[src/hdl/hbade_pkg.sv]
`timescale 1ns / 1ps
// ----------------------------------------------------------------------------
// hbade_pkg
// Shared types, byte codes and helper functions of the half-block encoder.
// ----------------------------------------------------------------------------
package hbade_pkg;

    // configuration register indexes
    localparam logic [1:0] CFG_THRESHOLD = 2'd0;
    localparam logic [1:0] CFG_COLUMNS   = 2'd1;
    localparam logic [1:0] CFG_ROWS      = 2'd2;

    // output byte codes
    localparam logic [7:0] CH_ESC    = 8'h1B;
    localparam logic [7:0] CH_LBRACK = 8'h5B;
    localparam logic [7:0] CH_SEMI   = 8'h3B;
    localparam logic [7:0] CH_H      = 8'h48;
    localparam logic [7:0] CH_M      = 8'h6D;
    localparam logic [7:0] CH_ZERO   = 8'h30;
    localparam logic [7:0] CH_TWO    = 8'h32;
    localparam logic [7:0] CH_THREE  = 8'h33;
    localparam logic [7:0] CH_FOUR   = 8'h34;
    localparam logic [7:0] CH_EIGHT  = 8'h38;
    localparam logic [7:0] CH_NL     = 8'h0A;
    localparam logic [7:0] GLYPH_B0  = 8'hE2;
    localparam logic [7:0] GLYPH_B1  = 8'h96;
    localparam logic [7:0] GLYPH_B2  = 8'h84;

    // command queue between front and back
    localparam int CMD_DEPTH = 4;
    localparam int CMD_PTR_W = 2;
    localparam int CMD_CNT_W = 3;

    typedef struct packed {
        logic        emit_cur;
        logic        emit_bg;
        logic        emit_fg;
        logic        glyph;
        logic        nl;
        logic        fend;
        logic [9:0]  row_p1;
        logic [9:0]  col_p1;
        logic [23:0] top;
        logic [23:0] bot;
    } t_cmd;

    typedef struct packed {
        logic clearing;
        logic busy;
    } t_front_stat;

    // squared RGB distance above threshold squared
    function automatic logic f_differs(input logic [23:0] a, input logic [23:0] b,
                                       input logic [15:0] thr_sq);
        logic [7:0]  d0, d1, d2;
        logic [17:0] sum;
        d0  = (a[23:16] > b[23:16]) ? a[23:16] - b[23:16] : b[23:16] - a[23:16];
        d1  = (a[15:8] > b[15:8]) ? a[15:8] - b[15:8] : b[15:8] - a[15:8];
        d2  = (a[7:0] > b[7:0]) ? a[7:0] - b[7:0] : b[7:0] - a[7:0];
        sum = 18'(16'(d0) * 16'(d0)) + 18'(16'(d1) * 16'(d1))
            + 18'(16'(d2) * 16'(d2));
        return sum > 18'(thr_sq);
    endfunction

    // three decimal digits of a value below 1000, reciprocal multiply
    function automatic logic [11:0] f_bcd(input logic [9:0] v);
        logic [16:0] p;
        logic [3:0]  h, t, o;
        logic [9:0]  r;
        logic [13:0] q;
        p = 17'(v) * 17'd41;
        h = p[15:12];
        r = v - 10'(h) * 10'd100;
        q = 14'(r) * 14'd103;
        t = q[13:10];
        o = 4'(r - 10'(t) * 10'd10);
        return {h, t, o};
    endfunction

endpackage

[src/hdl/hbade_cmd_fifo.sv]
`timescale 1ns / 1ps
// ----------------------------------------------------------------------------
// hbade_cmd_fifo
// Short command queue between front and back.
// ----------------------------------------------------------------------------
module hbade_cmd_fifo
    import hbade_pkg::*;
(
    input  logic                 i_clk,
    input  logic                 i_rst_n,
    input  logic                 i_wr,
    input  t_cmd                 i_wdata,
    input  logic                 i_rd,
    output t_cmd                 o_rdata,
    output logic                 o_empty,
    output logic [CMD_CNT_W-1:0] o_count
);
    t_cmd                 r_mem [CMD_DEPTH];
    logic [CMD_PTR_W-1:0] r_wptr, r_rptr;
    logic [CMD_CNT_W-1:0] r_count;

    assign o_rdata = r_mem[r_rptr];
    assign o_empty = (r_count == '0);
    assign o_count = r_count;

    always_ff @(posedge i_clk) begin
        if (i_wr) begin
            r_mem[r_wptr] <= i_wdata;
        end
        if (!i_rst_n) begin
            r_wptr  <= '0;
            r_rptr  <= '0;
            r_count <= '0;
        end else begin
            if (i_wr) begin
                r_wptr <= r_wptr + CMD_PTR_W'(1);
            end
            if (i_rd) begin
                r_rptr <= r_rptr + CMD_PTR_W'(1);
            end
            r_count <= r_count + CMD_CNT_W'(i_wr) - CMD_CNT_W'(i_rd);
        end
    end

`ifndef SYNTHESIS
    a_no_overflow: assert property (@(posedge i_clk) disable iff (!i_rst_n)
        i_wr |-> (r_count < CMD_CNT_W'(CMD_DEPTH)))
        else $error("command queue overflow");
`endif
endmodule

[config.mk]
export PLATFORM = sky130hd
export DESIGN_NAME = hbade_cmd_fifo
export DESIGN_NICKNAME = d
export VERILOG_FILES = /design/src/hdl/hbade_pkg.sv /design/src/hdl/hbade_cmd_fifo.sv
export SDC_FILE = /design/constraint.sdc
export NUM_CORES = 1
export LEC_CHECK = 0
export ABC_AREA = 1
export BUFFER_PORTS_ARGS = -buffer_cell sky130_fd_sc_hd__buf_4
export CELL_PAD_IN_SITES_DETAIL_PLACEMENT = 1
export CELL_PAD_IN_SITES_GLOBAL_PLACEMENT = 1
export CORE_MARGIN = 4
export CORE_UTILIZATION = 30
export CTS_CLUSTER_DIAMETER = 50
export DETAILED_ROUTE_END_ITERATION = 10
export PLACE_DENSITY_LB_ADDON = 0.15
export SLEW_MARGIN = 20
export SYNTH_ARGS = -nofsm -noshare
export SYNTH_HDL_FRONTEND = slang
export SYNTH_SLANG_ARGS = --single-unit
[constraint.sdc]
create_clock -name i_clk -period 2.65 [get_ports i_clk]
set_input_delay 0.1325 -clock i_clk [delete_from_list [all_inputs] [get_ports i_clk]]
set_output_delay 0.1325 -clock i_clk [all_outputs]
set_load 0.02 [all_outputs]
# After elaboration in Yosys (flattened, before gate mapping)
# Memory sizes are Yosys's and may differ from the RTL's. A register that Yosys moved wholly into a read port is not among the register bits.
# Index checks and enable logic that the tools add are counted.
# totals
elab_cells	13
reg_bits	7
ram_bits	296
inputBits	78
output_inout_bits	78
mem_count	1
# mem_list
memory	depth	word_bits	read_ports	rd_clocked_by_memory_dff	write_ports	line_no	source
r_mem	4	74	1	1	1	hbade_cmd_fifo.sv:18	t_cmd r_mem [CMD_DEPTH];
# op_classes
mux	4
n_addsub	4
reduce_logical	1
# op_table
operator	n
$add 2x1->2 const B	2
$mux 2	2
$add 3x1->3	1
$logic_not 3->1	1
$sub 3x1->3	1
$mux 1	2

# Longest topological paths before layout
# Gate-level depths: netlist of the first run.
# logic_depth
word_depth	3
depth_mapped	8
mapped_depth_nobuf	8

# Worst setup path before layout of the first run
# Ideal clock, no wire load.
# synth_path
path_type	reg-to-reg
start	register r_wptr[0]
end	memory r_mem[2][0] (netlist name) (enable)
path_stages_with_launch	5
path_buffers	0
setup_ns	0.428
path_slack_ns	0.199
t_arrival_ns	2.023
period_less_slack_ns	2.451
cell_sequence	dfxtp_1 -> inv_1 -> ha_1 -> nand2_1 -> inv_1
# synth_rtl
item	line_no	source
start, declared	hbade_cmd_fifo.sv:19	logic [CMD_PTR_W-1:0] r_wptr, r_rptr;
start signal, assigned	hbade_cmd_fifo.sv:36	r_wptr <= r_wptr + CMD_PTR_W'(1);
end, declared	hbade_cmd_fifo.sv:18	
# No word-level cell before the write port.

==> results.cfg, run 1 <==
[synth]
synth.largest_area_cell = edfxtp_1
yosysWarningCount = 0
syn_avg_cell_area_um2 = 13.2
synth_cell_type_count = 19
synth_edf_count = 296
ys_seq_area_share_pct = 74.7
syn_inst = 917
synthFlopType = edfxtp_1
ys_ff_latch = 305
syn-num-nets = 1002
synth.top_cell.area_share_pct = 73.2
yosys-top-cells-area = edfxtp_1, inv_1, nand2_1
synth-async-reset-ratio_pct = 0
syn_area_mm2 = 0.0121

[sta]
setup_violations = 0
period_minus_slack_ps = 2180
tns_ps = 0
rsz0062_at_grt = no
skew_ps = 21.2
max_freq_ghz = 0.459
tightest_slew_ps = 707
slew_headroom_pct = 52.9
timing.final.ws_setup_ps = 473
hold_viol_final = 0
slew_viol_final = 0
fin_crit_sh_pct = 82.2
hold-worst-slack_ps = 364

[detailed_routing]
viasPerCell = 4.36
wire_per_inst_um = 16.3
drt-total-wl_mm = 27.8
first_iter_violations = 315
via_count = 7409
drc = 0
drtAntennaViolNets = 0
firstDrtPassIters = 4

[setup_path]
reg2reg_from = o_count[0]
endpoint_kind = output port
crit_required_ps = 2520
critPathKind = flop to output port
worstPathMaxFanout = 164
r2r_cells = 7
cp_slowest_stage_delay_ps = 460
critPathSlowestCell = buf_12
r2r_end = o_count[2]
worst-endpoint-arrival_ps = 2040
start_kind = flop
r2r_slack_ps = 1070
crit_path_cell_trace = buf_12 -> a21oi_1 -> o21ai_0 -> nand2_1 -> buf_4

[global_routing]
busiest_layer = met2
grt_start_max_net_pins = 165
grt_use_met2_pct = 21.0
grt_util_met1_pct = 16.2
grtUsageMet3_pct = 3.09
grt_overflow = 0
antenna_found_initial = 3
globalRouteTotalUtil_pct = 12.5
grt_pass1_wl_mm = 43.1
grt_pass1_vias = 7598

[clock_tree]
htreeDepth = 2
clockRootBuffer = clkbuf_16
clk_pin_slew_ps = 60
tritoncts = built
cts_buffers = 37
clock_latency_ps = 520
cts.sinks = 305
clock_path_buffers = 3
post-cts-setup-buffers = 0

[placement]
place_ws_ps = 994
hpwl_mm = 15.8
place_congestion = 0.697
placed_area_mm2 = 0.0138
portBuffers = 155

[die]
placementRows = 73
ios = 156
die-area_mm2 = 0.0437
die_w_um = 209
start_util_pct = 30.5
core_area_mm2 = 0.0398
fp.dieH_um = 209

[status]
status = finished clean

[power_and_ir_drop]
switching_power_mw = 2.75
vdd_drop_max_mv = 0.409
p_seq_share_pct = 46.9
powerDensity_mw_per_mm2 = 756
sw_frac_of_total_pct = 23.1
p_leak_nw = 6.07
finalPower_mw = 11.9
combPwrFrac_pct = 11.8
internal-power_mw = 9.15
pwr-share-clk_pct = 41.2

[layout]
syn_to_final_growth_pct = 29.7
layout_common_cells = edfxtp_1, inv_1, nand2_1, buf_4, a21oi_1
nets = 1235
finish.instance_area_mm2 = 0.0157
n_fill_cell = 4226
regArea_mm2 = 0.00908
layout_commonest_cell = edfxtp_1
multi_input_area_mm2 = 0.00208
drive_gt1_share_pct = 19.1

[hold_path]
min_to = r_mem[3][27]
hold_start = i_wdata[27]
min_path_type = input port to flop
holdPathStages = 2

[flow_run]
drv_cap = 0
==> area by class of cell <==
type / count / share of cell area (%)
diodes: 1 / 0.0159
clock buffers: 47 / 6.46
clock inverters: 17 / 1.15
inverters: 163 / 3.92
multi-input cells: 400 / 13.2
flip-flops and latches: 305 / 57.7
well taps: 525 / 4.17
repair buffers: 243 / 13.4
==> cells in the mapped netlist, types with 2 or more instances <==
| cell | n |
|---|---|
| clkbuf_1 | 2 |
| ha_1 | 6 |
| a21oi_1 | 80 |
| edfxtp_1 | 296 |
| o21ai_1 | 30 |
| buf_6 | 21 |
| dfxtp_1 | 9 |
| o211ai_2 | 6 |
| buf_2 | 22 |
| inv_1 | 163 |
| o21ai_0 | 48 |
| clkbuf_2 | 3 |
| nand2_1 | 158 |
| o211ai_1 | 68 |
==> metal layers <==
layer,share of wire [%],vias up
met5,0.094,-
met4,1.9,4
met3,4.3,40
met2,49,122
met1,44,3586
li1,-,3657
==> critical path: cells and delay by family, from the launching register on <==
kind / cells / cell delay [ps]
buffers and inverters: 2 / 640
AOI/OAI and AO/OA: 2 / 260
and+or+nand+nor: 1 / 130
DFF: 1 / 370
==> through the flow <==
step	std cells	util (%)
3_3_place_gp	1558	34.5
2_1_floorplan	917	-
5_1_grt	1701	39.5
6_report	1701	39.5
3_5_place_dp	1558	34.5
4_1_cts	1700	39.5
==> state kept, by name (all words and copies together), names as in the netlist, named ones only <==
register,flops
o_count,3
r_wptr,2
r_rptr,2
r_mem,296
==> worst max-delay path by stage <==
| stage | end | cells after the start |
|---|---|---|
| after global routing | o_rdata[32] | 5 |
| after CTS | o_rdata[23] | 5 |
| after floorplan | r_mem[2][0] | 4 |
| final | o_rdata[41] | 5 |
| after detailed placement | o_rdata[23] | 5 |
| after global placement | o_rdata[8] | 5 |
==> cell families after synthesis <==
group | after synthesis | synth area share [%]
and+or+nand+nor | 161 | 5.00
DFF | 305 | 74.7
buffers and inverters | 212 | 8.15
AOI/OAI and AO/OA | 232 | 11.3
adders and majority gates | 7 | 0.784
==> power groups by stage <==
stage          combinational (mW)  clock, mW  sequential (mW)
6_report                     1.41       4.91             5.58
5_1_grt                      1.56       5.33             5.60
4_1_cts                      1.45       5.10             5.58
3_5_place_dp                 1.35          0             5.68
3_3_place_gp                 1.34          0             5.68
2_1_floorplan               0.743          0             5.69
==> timing repair <==
| action | in CTS | in global routing |
|---|---|---|
| hold buffers | 78 | 0 |
| resized for setup | 0 | 0 |
| hold endpoints to repair | 305 | 0 |
| endpoints found under the setup margin | 0 | 0 |
(Power assumes the default switching activity.)
==> run 2, diff against run 1 <==
==> constraint.sdc (replaced) <==
create_clock -name i_clk -period 2.05 [get_ports i_clk]
set_input_delay 0.1025 -clock i_clk [delete_from_list [all_inputs] [get_ports i_clk]]
set_output_delay 0.1025 -clock i_clk [all_outputs]
set_load 0.02 [all_outputs]
==> results.cfg, run 2 (synthesized netlist as in run 1, its figures left out) <==
[status]
status = finished clean

[global_routing]
globalRouteTotalUtil_pct = 12.7
grt_pass1_vias = 8009
grt_overflow = 0
antenna_found_initial = 1
grt_start_max_net_pins = 67
grt_pass1_wl_mm = 44.1

[clock_tree]
cts_buffers = 39
tritoncts = built
clk_pin_slew_ps = 60
htreeDepth = 2
clock_path_buffers = 3
clockRootBuffer = clkbuf_16
clock_latency_ps = 520
cts.sinks = 305

[detailed_routing]
firstDrtPassIters = 4
first_iter_violations = 336
drt-total-wl_mm = 28.4
met3WireLength_mm = 1.18
drc = 0
wl_met2_mm = 14.0
wl_met1_mm = 12.5
viasPerCell = 4.40
via_count = 7602
top_layer_used = met4
wire_per_inst_um = 16.4
drtAntennaViolNets = 0

[setup_path]
r2r_slack_ps = 460
start_kind = flop
worstPathMaxFanout = 24
critPathKind = flop to output port
worst-endpoint-arrival_ps = 1820
crit_required_ps = 1950
worstSetupEndpoint = o_rdata[20]
endpoint_kind = output port
r2r_end = o_count[2]
r2r_cells = 7
reg2reg_from = o_count[0]

[layout]
layout_commonest_cell = edfxtp_1
top_register = r_mem
largest_reg_flops = 296
nets = 1257
drive_gt1_share_pct = 22.3
syn_to_final_growth_pct = 32.8
n_fill_cell = 4194
layout_common_cells = edfxtp_1, buf_4, inv_1, nand2_1, a21oi_1

[sta]
tightest_slew_ps = 443
hold_viol_final = 0
max_freq_ghz = 0.521
tns_ps = 0
setup_violations = 0
skew_ps = 15.6
slew_headroom_pct = 70.4
slew_viol_final = 0
fin_crit_sh_pct = 93.7
rsz0062_at_grt = no
period_minus_slack_ps = 1920

[hold_path]
hold_start = i_wdata[13]
min_path_type = input port to flop

[placement]
place_congestion = 0.662
portBuffers = 155
hpwl_mm = 16.5

[power_and_ir_drop]
p_leak_nw = 6.21
pwr-share-clk_pct = 42.4
finalPower_mw = 15.8
vdd_drop_max_mv = 0.563
p_seq_share_pct = 45.7
switching_power_mw = 3.74
sw_frac_of_total_pct = 23.6
powerDensity_mw_per_mm2 = 982
internal-power_mw = 12.1
combPwrFrac_pct = 11.9

[die]
die_w_um = 209
start_util_pct = 30.5
ios = 156
placementRows = 73
fp.dieH_um = 209
core_area_mm2 = 0.0398
die-area_mm2 = 0.0437

[flow_run]
drv_cap = 0
==> run 2: cell count changes in the layout (fill, tap and decap cells not counted), moves of 4 or more <==
cell,delta
buf_12,+7
buf_4,+8
clkinv_1,-7
clkinvlp_4,+8
nand2_1,-4
nand2_2,+4
==> run 2: critical path: stages (launching register included) <==
cell and delay (ps):
dfxtp_4 410, buf_12 170, buf_12 150, a21oi_1 170, o21ai_0 120, nand2_1 110
buf_4 150
==> run 2: through the flow <==
stage / util [%] / area, um^2 / hold WS (ps) / std cells / setup WS, ps
finish: 40.5 / 16100 / 321 / 1726 / 130
floorplan: - / 12200 / 194 / 917 / -18.7
global route: 40.5 / 16100 / 299 / 1725 / 1.33
global placement: 35.1 / 14000 / 306 / 1573 / 452
detailed placement: 35.1 / 14000 / 309 / 1573 / 452
CTS: 40.3 / 16100 / 287 / 1721 / 12.4
==> run 2: area by class of cell <==
class	count	area [um^2]	area share [%]
Antenna cell	1	2.50	0.0155
Clock buffer	49	1060	6.55
Clock inverter	20	223	1.38
Inverter	163	627	3.89
Multi-Input combinational cell	400	2100	13.0
Sequential cell	305	9080	56.3
Tap cell	525	657	4.08
Timing Repair Buffer	263	2370	14.7
==> run 2: repair_timing <==
item / 4_1_cts / 5_1_grt
hold buffers: 78 / 0
cloned: 0 / 1
hold endpoints to repair: 305 / 0
gates resized for setup: 1 / 1
endpoints found under the setup margin: 28 / 41
buffers inserted: 1 / 3
==> run 2: worst min path at each step <==
stage / end / depth (start not counted)
after detailed placement: r_mem[2][28] / 1
after CTS: r_mem[2][13] / 2
after global placement: r_mem[2][20] / 1
after floorplan: flop / 1
after global routing: r_mem[1][29] / 2
final: r_mem[2][13] / 2
==> run 2: metal layers <==
metal  GRT usage (%)  vias to the layer above
met5               0                        -
met4            4.07                        0
met3            2.76                       37
met2            21.7                      126
met1            16.0                     3730
li1                -                     3709
==> run 2: power by group through the flow <==
stage	registers (mW)	logic (mW)	clock network, mW
after floorplan	7.35	0.968	0
final	7.22	1.89	6.71
after global placement	7.35	1.76	0
after CTS	7.23	1.92	6.96
after detailed placement	7.36	1.78	0
after global routing	7.24	2.09	7.25
