File: config.mk
export PLATFORM = sky130hd
export DESIGN_NAME = hbade_back
export DESIGN_NICKNAME = d
export VERILOG_FILES = /design/src/hdl/hbade_pkg.sv /design/src/hdl/hbade_back.sv
export SDC_FILE = /design/constraint.sdc
export NUM_CORES = 1
export LEC_CHECK = 0
export BUFFER_PORTS_ARGS = -buffer_cell sky130_fd_sc_hd__buf_4
export CAP_MARGIN = 0
export CORE_UTILIZATION = 62
export DETAILED_ROUTE_END_ITERATION = 6
export PLACE_DENSITY = 0.86
export SETUP_SLACK_MARGIN = 0.02
export SLEW_MARGIN = 30
export SYNTH_ARGS = -nofsm -noshare
export SYNTH_HDL_FRONTEND = slang
export SYNTH_SLANG_ARGS = --single-unit
export TNS_END_PERCENT = 50
File: constraint.sdc
create_clock -name i_clk -period 14.4 [get_ports i_clk]
set_input_delay 0.72 -clock i_clk [delete_from_list [all_inputs] [get_ports i_clk]]
set_output_delay 0.72 -clock i_clk [all_outputs]
set_load 0.01 [all_outputs]
File: src/hdl/hbade_pkg.sv
`timescale 1ns / 1ps
// ----------------------------------------------------------------------------
// hbade_pkg
// Shared types, byte codes and helper functions of the half-block encoder.
// ----------------------------------------------------------------------------
package hbade_pkg;

    // configuration register indexes
    localparam logic [1:0] CFG_THRESHOLD = 2'd0;
    localparam logic [1:0] CFG_COLUMNS   = 2'd1;
    localparam logic [1:0] CFG_ROWS      = 2'd2;

    // output byte codes
    localparam logic [7:0] CH_ESC    = 8'h1B;
    localparam logic [7:0] CH_LBRACK = 8'h5B;
    localparam logic [7:0] CH_SEMI   = 8'h3B;
    localparam logic [7:0] CH_H      = 8'h48;
    localparam logic [7:0] CH_M      = 8'h6D;
    localparam logic [7:0] CH_ZERO   = 8'h30;
    localparam logic [7:0] CH_TWO    = 8'h32;
    localparam logic [7:0] CH_THREE  = 8'h33;
    localparam logic [7:0] CH_FOUR   = 8'h34;
    localparam logic [7:0] CH_EIGHT  = 8'h38;
    localparam logic [7:0] CH_NL     = 8'h0A;
    localparam logic [7:0] GLYPH_B0  = 8'hE2;
    localparam logic [7:0] GLYPH_B1  = 8'h96;
    localparam logic [7:0] GLYPH_B2  = 8'h84;

    // command queue between front and back
    localparam int CMD_DEPTH = 4;
    localparam int CMD_PTR_W = 2;
    localparam int CMD_CNT_W = 3;

    typedef struct packed {
        logic        emit_cur;
        logic        emit_bg;
        logic        emit_fg;
        logic        glyph;
        logic        nl;
        logic        fend;
        logic [9:0]  row_p1;
        logic [9:0]  col_p1;
        logic [23:0] top;
        logic [23:0] bot;
    } t_cmd;

    typedef struct packed {
        logic clearing;
        logic busy;
    } t_front_stat;

    // squared RGB distance above threshold squared
    function automatic logic f_differs(input logic [23:0] a, input logic [23:0] b,
                                       input logic [15:0] thr_sq);
        logic [7:0]  d0, d1, d2;
        logic [17:0] sum;
        d0  = (a[23:16] > b[23:16]) ? a[23:16] - b[23:16] : b[23:16] - a[23:16];
        d1  = (a[15:8] > b[15:8]) ? a[15:8] - b[15:8] : b[15:8] - a[15:8];
        d2  = (a[7:0] > b[7:0]) ? a[7:0] - b[7:0] : b[7:0] - a[7:0];
        sum = 18'(16'(d0) * 16'(d0)) + 18'(16'(d1) * 16'(d1))
            + 18'(16'(d2) * 16'(d2));
        return sum > 18'(thr_sq);
    endfunction

    // three decimal digits of a value below 1000, reciprocal multiply
    function automatic logic [11:0] f_bcd(input logic [9:0] v);
        logic [16:0] p;
        logic [3:0]  h, t, o;
        logic [9:0]  r;
        logic [13:0] q;
        p = 17'(v) * 17'd41;
        h = p[15:12];
        r = v - 10'(h) * 10'd100;
        q = 14'(r) * 14'd103;
        t = q[13:10];
        o = 4'(r - 10'(t) * 10'd10);
        return {h, t, o};
    endfunction

endpackage

File: src/hdl/hbade_back.sv
`timescale 1ns / 1ps
// ----------------------------------------------------------------------------
// hbade_back
// Expand commands into the terminal byte stream, one byte a cycle on pop.
// ----------------------------------------------------------------------------
module hbade_back
    import hbade_pkg::*;
(
    input  logic       i_clk,
    input  logic       i_rst_n,
    input  logic       i_cmd_empty,
    input  t_cmd       i_cmd,
    output logic       o_cmd_rd,
    input  logic       i_pop,
    output logic       o_empty,
    output logic [7:0] o_text_byte,
    output logic       o_last_of_item,
    output logic       o_frame_end
);
    localparam logic [2:0] ST_IDLE  = 3'd0;
    localparam logic [2:0] ST_PRE   = 3'd1;
    localparam logic [2:0] ST_DIG   = 3'd2;
    localparam logic [2:0] ST_SEP   = 3'd3;
    localparam logic [2:0] ST_GLYPH = 3'd4;
    localparam logic [2:0] ST_NL    = 3'd5;

    localparam logic [1:0] PH_CUR = 2'd0;
    localparam logic [1:0] PH_BG  = 2'd1;
    localparam logic [1:0] PH_FG  = 2'd2;
    localparam logic [1:0] PH_GLY = 2'd3;

    logic [2:0] r_state, n_state;
    logic [1:0] r_phase, n_phase;
    logic [2:0] r_k, n_k;
    logic [1:0] r_vi, n_vi;
    logic [1:0] r_dig, n_dig;
    t_cmd       r_cmd, n_cmd;
    logic       r_out_valid;
    logic [7:0] r_out_byte;
    logic       r_out_last, r_out_fend;

    logic       adv, bvalid, blast, bfend;
    logic [7:0] bbyte;
    logic [11:0] cur_bcd, nxt_bcd;
    logic [3:0] digit;
    logic [2:0] pre_last;
    logic [1:0] last_vi;

    // first emitting part at or after phase from
    function automatic logic [4:0] f_start(input t_cmd c, input logic [1:0] from);
        logic [4:0] res;
        if (from == PH_CUR && c.emit_cur) begin
            res = {ST_PRE, PH_CUR};
        end else if (from <= PH_BG && c.emit_bg) begin
            res = {ST_PRE, PH_BG};
        end else if (from <= PH_FG && c.emit_fg) begin
            res = {ST_PRE, PH_FG};
        end else if (c.glyph) begin
            res = {ST_GLYPH, PH_GLY};
        end else if (c.nl) begin
            res = {ST_NL, PH_GLY};
        end else begin
            res = {ST_IDLE, PH_CUR};
        end
        return res;
    endfunction

    function automatic logic [9:0] f_val(input t_cmd c, input logic [1:0] ph,
                                         input logic [1:0] vi);
        logic [23:0] col;
        logic [9:0]  res;
        col = (ph == PH_BG) ? c.top : c.bot;
        if (ph == PH_CUR) begin
            res = (vi == 2'd0) ? c.row_p1 : c.col_p1;
        end else begin
            case (vi)
                2'd0:    res = {2'b0, col[23:16]};
                2'd1:    res = {2'b0, col[15:8]};
                default: res = {2'b0, col[7:0]};
            endcase
        end
        return res;
    endfunction

    function automatic logic [1:0] f_ndig(input logic [11:0] b);
        return (b[11:8] != 4'd0) ? 2'd2 : ((b[7:4] != 4'd0) ? 2'd1 : 2'd0);
    endfunction

    assign adv      = !r_out_valid || i_pop;
    assign cur_bcd  = f_bcd(f_val(r_cmd, r_phase, r_vi));
    assign nxt_bcd  = f_bcd(f_val(r_cmd, r_phase, r_vi + 2'd1));
    assign pre_last = (r_phase == PH_CUR) ? 3'd1 : 3'd6;
    assign last_vi  = (r_phase == PH_CUR) ? 2'd1 : 2'd2;

    always_comb begin
        case (r_dig)
            2'd0:    digit = cur_bcd[3:0];
            2'd1:    digit = cur_bcd[7:4];
            default: digit = cur_bcd[11:8];
        endcase
    end

    always_comb begin
        n_state  = r_state;
        n_phase  = r_phase;
        n_k      = r_k;
        n_vi     = r_vi;
        n_dig    = r_dig;
        n_cmd    = r_cmd;
        o_cmd_rd = 1'b0;
        bvalid   = 1'b0;
        bbyte    = CH_NL;
        blast    = 1'b0;
        bfend    = 1'b0;
        unique case (r_state)
            ST_IDLE: begin
                if (!i_cmd_empty) begin
                    o_cmd_rd           = 1'b1;
                    n_cmd              = i_cmd;
                    {n_state, n_phase} = f_start(i_cmd, PH_CUR);
                    n_k                = '0;
                    n_vi               = '0;
                end
            end
            ST_PRE: begin
                if (adv) begin
                    bvalid = 1'b1;
                    case (r_k)
                        3'd0:    bbyte = CH_ESC;
                        3'd1:    bbyte = CH_LBRACK;
                        3'd2:    bbyte = (r_phase == PH_BG) ? CH_FOUR : CH_THREE;
                        3'd3:    bbyte = CH_EIGHT;
                        3'd5:    bbyte = CH_TWO;
                        default: bbyte = CH_SEMI;
                    endcase
                    if (r_k == pre_last) begin
                        n_state = ST_DIG;
                        n_dig   = f_ndig(cur_bcd);
                    end else begin
                        n_k = r_k + 3'd1;
                    end
                end
            end
            ST_DIG: begin
                if (adv) begin
                    bvalid = 1'b1;
                    bbyte  = CH_ZERO + {4'd0, digit};
                    if (r_dig == 2'd0) begin
                        n_state = ST_SEP;
                    end else begin
                        n_dig = r_dig - 2'd1;
                    end
                end
            end
            ST_SEP: begin
                if (adv) begin
                    bvalid = 1'b1;
                    if (r_vi == last_vi) begin
                        bbyte              = (r_phase == PH_CUR) ? CH_H : CH_M;
                        {n_state, n_phase} = f_start(r_cmd, r_phase + 2'd1);
                        n_k                = '0;
                        n_vi               = '0;
                    end else begin
                        bbyte   = CH_SEMI;
                        n_vi    = r_vi + 2'd1;
                        n_state = ST_DIG;
                        n_dig   = f_ndig(nxt_bcd);
                    end
                end
            end
            ST_GLYPH: begin
                if (adv) begin
                    bvalid = 1'b1;
                    case (r_k)
                        3'd0:    bbyte = GLYPH_B0;
                        3'd1:    bbyte = GLYPH_B1;
                        default: bbyte = GLYPH_B2;
                    endcase
                    if (r_k == 3'd2) begin
                        blast   = !r_cmd.nl;
                        n_state = r_cmd.nl ? ST_NL : ST_IDLE;
                    end else begin
                        n_k = r_k + 3'd1;
                    end
                end
            end
            ST_NL: begin
                if (adv) begin
                    bvalid  = 1'b1;
                    bbyte   = CH_NL;
                    blast   = 1'b1;
                    bfend   = r_cmd.fend;
                    n_state = ST_IDLE;
                end
            end
            default: n_state = ST_IDLE;
        endcase
    end

    assign o_empty        = !r_out_valid;
    assign o_text_byte    = r_out_byte;
    assign o_last_of_item = r_out_last;
    assign o_frame_end    = r_out_fend;

    always_ff @(posedge i_clk) begin
        r_cmd   <= n_cmd;
        r_phase <= n_phase;
        r_k     <= n_k;
        r_vi    <= n_vi;
        r_dig   <= n_dig;
        if (adv) begin
            r_out_byte <= bbyte;
            r_out_last <= blast;
            r_out_fend <= bfend;
        end
        if (!i_rst_n) begin
            r_state     <= ST_IDLE;
            r_out_valid <= 1'b0;
        end else begin
            r_state <= n_state;
            if (adv) begin
                r_out_valid <= bvalid;
            end
        end
    end

`ifndef SYNTHESIS
    a_fend_is_last_nl: assert property (@(posedge i_clk) disable iff (!i_rst_n)
        (r_out_valid && r_out_fend) |-> (r_out_last && r_out_byte == CH_NL))
        else $error("frame end not on final newline");
    a_load_only_idle: assert property (@(posedge i_clk) disable iff (!i_rst_n)
        o_cmd_rd |-> (r_state == ST_IDLE && !i_cmd_empty))
        else $error("command taken while busy");
`endif
endmodule

Word level (Yosys, flattened, before mapping)
Index checks and enable logic that the tools add are counted.
- add/subtract/negate cells: 8
- multiply operators: 7
- $lt $le $gt $ge: 2
- equality and inequality tests: 29
- mux-type cells: 70
- bitwise logic cells: 1
- reduce and logical (&&, ||, !) cells: 27
- operators with widths (kind ; count):
    3-bit two-way mux ; 20
    5-bit two-way mux ; 10
    10-bit two-way mux ; 4
    7-bit case mux with 5 select lines ; 1
    10-bit by 6-bit multiplier with 16-bit output, second input constant ; 2
    8-bit case mux with 2 select lines ; 2
    8-bit case mux with 4 select lines ; 1
    2-bit two-way mux ; 15
    10-bit by 7-bit multiplier with 14-bit output, second input constant ; 2
    2-bit inequality test, second input constant ; 14
    24-bit two-way mux ; 1
    4-bit nonzero test ; 5
    10-bit subtractor ; 2
    3-bit case mux with 6 select lines ; 1
    4-bit by 5-bit multiplier with 8-bit output, second input constant ; 2
    7-bit case mux with 2 select lines ; 1
    3-bit by 2-bit equality test with 1-bit output, second input constant ; 4
    3-bit case mux with 4 select lines ; 1
    2-bit logical NOT ; 5
    3-bit equality test, second input constant ; 3
    9-bit AND reduction ; 1
    2-bit by 1-bit equality test with 1-bit output, second input constant ; 4
    2-bit case mux with 2 select lines ; 2
    4-bit case mux with 2 select lines ; 1
    29 further kinds ; 40
- register bits after elaboration: 97
- output and inout bits: 12
- logic and storage cells: 163

Logic depth before layout (Yosys ltp)
- depth in word-level cells: 14
- depth in mapped cells: 50

Worst setup path after synthesis
OpenSTA, ideal clock, no wires.
- kind: register to register
- from: reg r_phase[1]
- to: reg r_out_byte[3], in the netlist o_text_byte[3], data pin
- setup time: 273 ps
- data arrival time: 10432 ps
- data required time: 14127 ps
- setup slack: 3694 ps
- stages on the path, launching flop included: 46
- period minus slack after synthesis: 10706 ps
- cell sequence: edfxtp_1 inv_1 ha_1 buf_6 clkbuf_1 buf_2 mux2_2 a22oi_1 o21ai_0 ha_1 fa_1 ha_1 ha_1 and3_1 and3_1 and4_1 a21oi_1 nand3b_1 (+10 left out) fa_1 inv_1 fa_1 inv_1 fa_1 inv_1 ha_1 nand4_1 a211oi_1 or3_1 a21oi_1 xnor2_1 fa_1 xnor2_1 xnor2_1 xnor2_1 nand3_1 o221ai_1
- word-level cells in the longest chain between the ends: 13
- ends and longest elaborated chain (element ; RTL line ; RTL):
    start, declared ; hbade_back.sv:33 ; logic [1:0] r_phase, n_phase;
    start signal, assigned ; hbade_back.sv:207 ; r_phase <= n_phase;
    2-bit by 1-bit equality test with 1-bit output ; hbade_back.sv:72 ; col = (ph == PH_BG) ? c.top : c.bot;
    24-bit two-way mux ; hbade_back.sv:72 ;
    8-bit case mux with 2 select lines ; hbade_back.sv:76 ; case (vi)
    10-bit two-way mux ; hbade_back.sv:73 ; if (ph == PH_CUR) begin
    10-bit by 6-bit multiplier with 16-bit output ; hbade_pkg.sv:71 ; p = 17'(v) * 17'd41;
    4-bit by 5-bit multiplier with 8-bit output ; hbade_pkg.sv:73 ; r = v - 10'(h) * 10'd100;
    10-bit subtractor ; hbade_pkg.sv:73 ;
    10-bit by 7-bit multiplier with 14-bit output ; hbade_pkg.sv:74 ; q = 14'(r) * 14'd103;
    4-bit by 3-bit multiplier with 3-bit output ; hbade_pkg.sv:76 ; o = 4'(r - 10'(t) * 10'd10);
    4-bit subtractor ; hbade_pkg.sv:76 ;
    4-bit case mux with 2 select lines ; hbade_back.sv:96 ; case (r_dig)
    6-bit by 4-bit adder with 7-bit output ; hbade_back.sv:147 ; bbyte = CH_ZERO + {4'd0, digit};
    8-bit case mux with 4 select lines * ; hbade_back.sv:115 ; unique case (r_state)
    named net bbyte[3] ; hbade_back.sv:43 ; logic [7:0] bbyte;
    end signal, assigned ; hbade_back.sv:212 ; r_out_byte <= bbyte;
    end, declared ; hbade_back.sv:39 ; logic [7:0] r_out_byte;
The timed path passes the listed nets; every way through them passes the cells marked *.
A chain may end at the register's enable or synchronous reset.

Worst setup path in the final report
- from: reg r_vi[1]
- to: reg r_out_byte[2], in the netlist o_text_byte[2], data pin
- word-level cells in the longest chain between the ends: 12
- ends and longest elaborated chain (element ; RTL line ; RTL):
    start, declared ; hbade_back.sv:35 ; logic [1:0] r_vi, n_vi;
    start signal, assigned ; hbade_back.sv:209 ; r_vi <= n_vi;
    2-bit by 1-bit equality test with 1-bit output or 2-bit logical NOT (tied branches) ; hbade_back.sv:76, hbade_back.sv:74 ;
    8-bit case mux with 2 select lines or 10-bit two-way mux (tied branches) ; hbade_back.sv:76, hbade_back.sv:74 ;
    10-bit two-way mux ; hbade_back.sv:73 ;
    10-bit by 6-bit multiplier with 16-bit output ; hbade_pkg.sv:71 ;
    4-bit by 5-bit multiplier with 8-bit output ; hbade_pkg.sv:73 ;
    10-bit subtractor ; hbade_pkg.sv:73 ;
    10-bit by 7-bit multiplier with 14-bit output ; hbade_pkg.sv:74 ;
    4-bit by 3-bit multiplier with 3-bit output ; hbade_pkg.sv:76 ;
    4-bit subtractor ; hbade_pkg.sv:76 ;
    4-bit case mux with 2 select lines ; hbade_back.sv:96 ;
    6-bit by 4-bit adder with 7-bit output ; hbade_back.sv:147 ;
    8-bit case mux with 4 select lines * ; hbade_back.sv:115 ;
    named net bbyte[2] ; hbade_back.sv:43 ;
Marks and branches as above.

==> run metrics <==
outcome=complete, no violations; Setup WS post-layout=roughly 2.9 ns; first-pass GRT wire length=approximately 35,000 um; Die Wd=between 100 and 150 um; Initial Util=63.7%; initial DRC count=approximately 610; pin count of the biggest net entering global routing=76; R2R Setup Slk=2.89 ns; initial antenna violation count=0; period utilisation layout=approximately 80%; FF/Latch Area=about 0.0029 mm2; RSZ-0062 raised after global routing=no; R2R depth=between 40 and 50; Relative slew margins=between 30% and 40%; Synth area leader=edfxtp_1; Post-synth EDFFs=93; post-synth top area share=28.8%; # nets final=approximately 1,300; reg2reg start=r_vi[1]; post-layout util=roughly 71%; root buf cell=clkbuf_16; drt first pass iters=5; r2r endpoint=o_text_byte[2]; Setup TNS=0 ns; Distinct cells, synth=70; Max Buffers Root-to-Sink=2; post-synthesis sequential area ratio=29.7%; cts repair resizes=0; worst slew pin tran=0.906 ns; Layout Cells excl Fill=roughly 1,200; most frequent cells in the layout=171 x ha_1, 168 x inv_1, 93 x buf_4, 93 x edfxtp_1, 53 x a21oi_1; DRC viols=0; Clock transition at path regs=roughly 0.07 ns; Die Y=around 130 um; WP buf/inv=6; setup bufs post-CTS=0; GRT overflow=0; Port-buffer cells=between 80 and 90; Post-Syn Area=approximately 0.0097 mm2; clk_skew=around 0.0063 ns; post-route ant nets=0; yosys warns=0; Num CTS Buffers=9; vias in the first global route=around 7,400; Top Ports=90; most common cell after layout, fill and taps aside=ha_1; via/cell ratio=between 5 and 6; Syn Nets=between 1,000 and 1,500; synth top area cells=edfxtp_1 29%, ha_1 22%, fa_1 9.5%, inv_1 6.5%, xnor2_1 2.8%; core area=around 0.015 mm2; Sink Count=slightly below 100; critical path class=reg -> reg; Final Hold Violating Endpoints=0; FP Rows=45; # Max-Cap Violations=0; CP max FO=16; fmax=roughly 0.087 GHz; dpl hpwl=16,100 um; GP Congestion=roughly 0.96; main flop type after synthesis=edfxtp_1; Setup-failing EPs final=0; max-slew violations=0; number of inserted diodes=0; slowest stage cell, crit path=ha_1; hold buffers post-CTS=0; Setup crit start=r_vi[1]; Worst Path Required=14.49 ns; Placement Setup Slack=approximately 3.0 ns; area of the multi-input gates=around 0.0061 mm2; Final Critical Period=11.51 ns; # fillers=roughly 1,100; P&R area growth vs syn=11.8%; clk_lat worst skew=~0.35 ns; crit-path max cell delay=between 0.6 and 0.7 ns; Async SR Flop Fraction=0%; Startpoint Class=register; Synth Register Bits=just under 100; Worst EP arrival=11.60 ns; worst hold path class=in -> reg; syn_area_per_cell=slightly above 10 um2; CP endpoint kind=register; post-synthesis instance total=956; WP depth=43; Post-Route WL=roughly 21,000 um; layout cells sized above 1=between 10% and 20%; CTS H-Tree Depth=3; GRT Total Usage=between 20% and 30%; CP dominant cell by count=ha_1; crit path capture=o_text_byte[2]; detailed-route via count=7,243; Inst Count DP=between 1,000 and 1,500; TritonCTS clock tree=done; total die area=0.0161 mm2; Top Family by Delay on Critical Path=adder cells; wire length per cell=16.7 um
synth_stat cells (9+ instances only):
cell and number:
clkbuf_1 18, xor2_1 15, fa_1 46, ha_1 171, a211oi_1 12, edfxtp_1 93
a21oi_1 53, a22oi_1 12, nor3_1 16, nand2_1 36, nand2b_1 12, a21o_1 11
inv_1 168, nor2_1 39, mux2i_1 22, o21ai_0 31, xnor2_1 31, nand4_1 9
mux2_2 15, nor2b_1 18
area by class of cell:
cell class	instances	share of cell area (%)
Clock buffer	9	2.08
Tap cell	188	2.17
Multi-Input combinational cell	664	56.1
Clock inverter	7	0.774
Inverter	169	5.86
Sequential cell	97	26.5
Timing Repair Buffer	93	6.45
cells by family (layout without fill, tap and decap cells):
family	Yosys count	count (layout)	share of synthesized area, %
AO/OA/AOI/OAI	185	185	12.6
XOR/XNOR	48	48	4.56
adder cells (fa/ha/maj)	217	217	31.6
buffers and inverters	195	278	7.67
flip-flops	97	97	29.7
multiplexers	43	43	4.83
AND/OR/NAND/NOR	171	171	9.09
sequential cells by signal, indices dropped and copies added, names as in the netlist, 2 cells and up:
signal,cells
r_vi,2
o_text_byte,8
r_state,3
r_cmd,74
r_dig,2
r_k,3
r_phase,2
metal layers:
metal / global-route usage [%] / up-vias / part of all wire [%]
met1: 34.3 / 3392 / 42
li1: - / 3506 / -
met4: 10.9 / 0 / 3.0
met2: 47.0 / 291 / 49
met5: 0 / - / 0
met3: 4.15 / 54 / 5.6
how the worst min path moves through the flow:
stage,from,endpoint,slack [ns],depth (start not counted)
floorplan,r_cmd[68],o_frame_end,0.58,1
global placement,r_cmd[68],o_frame_end,0.58,1
detailed placement,r_cmd[68],o_frame_end,0.61,1
CTS,i_cmd[68],r_cmd[68],0.54,1
global route,i_cmd[12],r_cmd[12],0.53,1
finish,i_cmd[68],r_cmd[68],0.54,1
stage by stage:
| step | area [um2] | hold WS (ns) |
|---|---|---|
| finish | 10800 | 0.545 |
| global route | 10800 | 0.532 |
| CTS | 10800 | 0.539 |
| detailed placement | 10500 | 0.608 |
| global placement | 10500 | 0.585 |
| floorplan | 9690 | 0.576 |
Power is left out: the tool's default activity adds up to more than one toggle a clock period on the data nets, which glitch-free logic cannot reach.
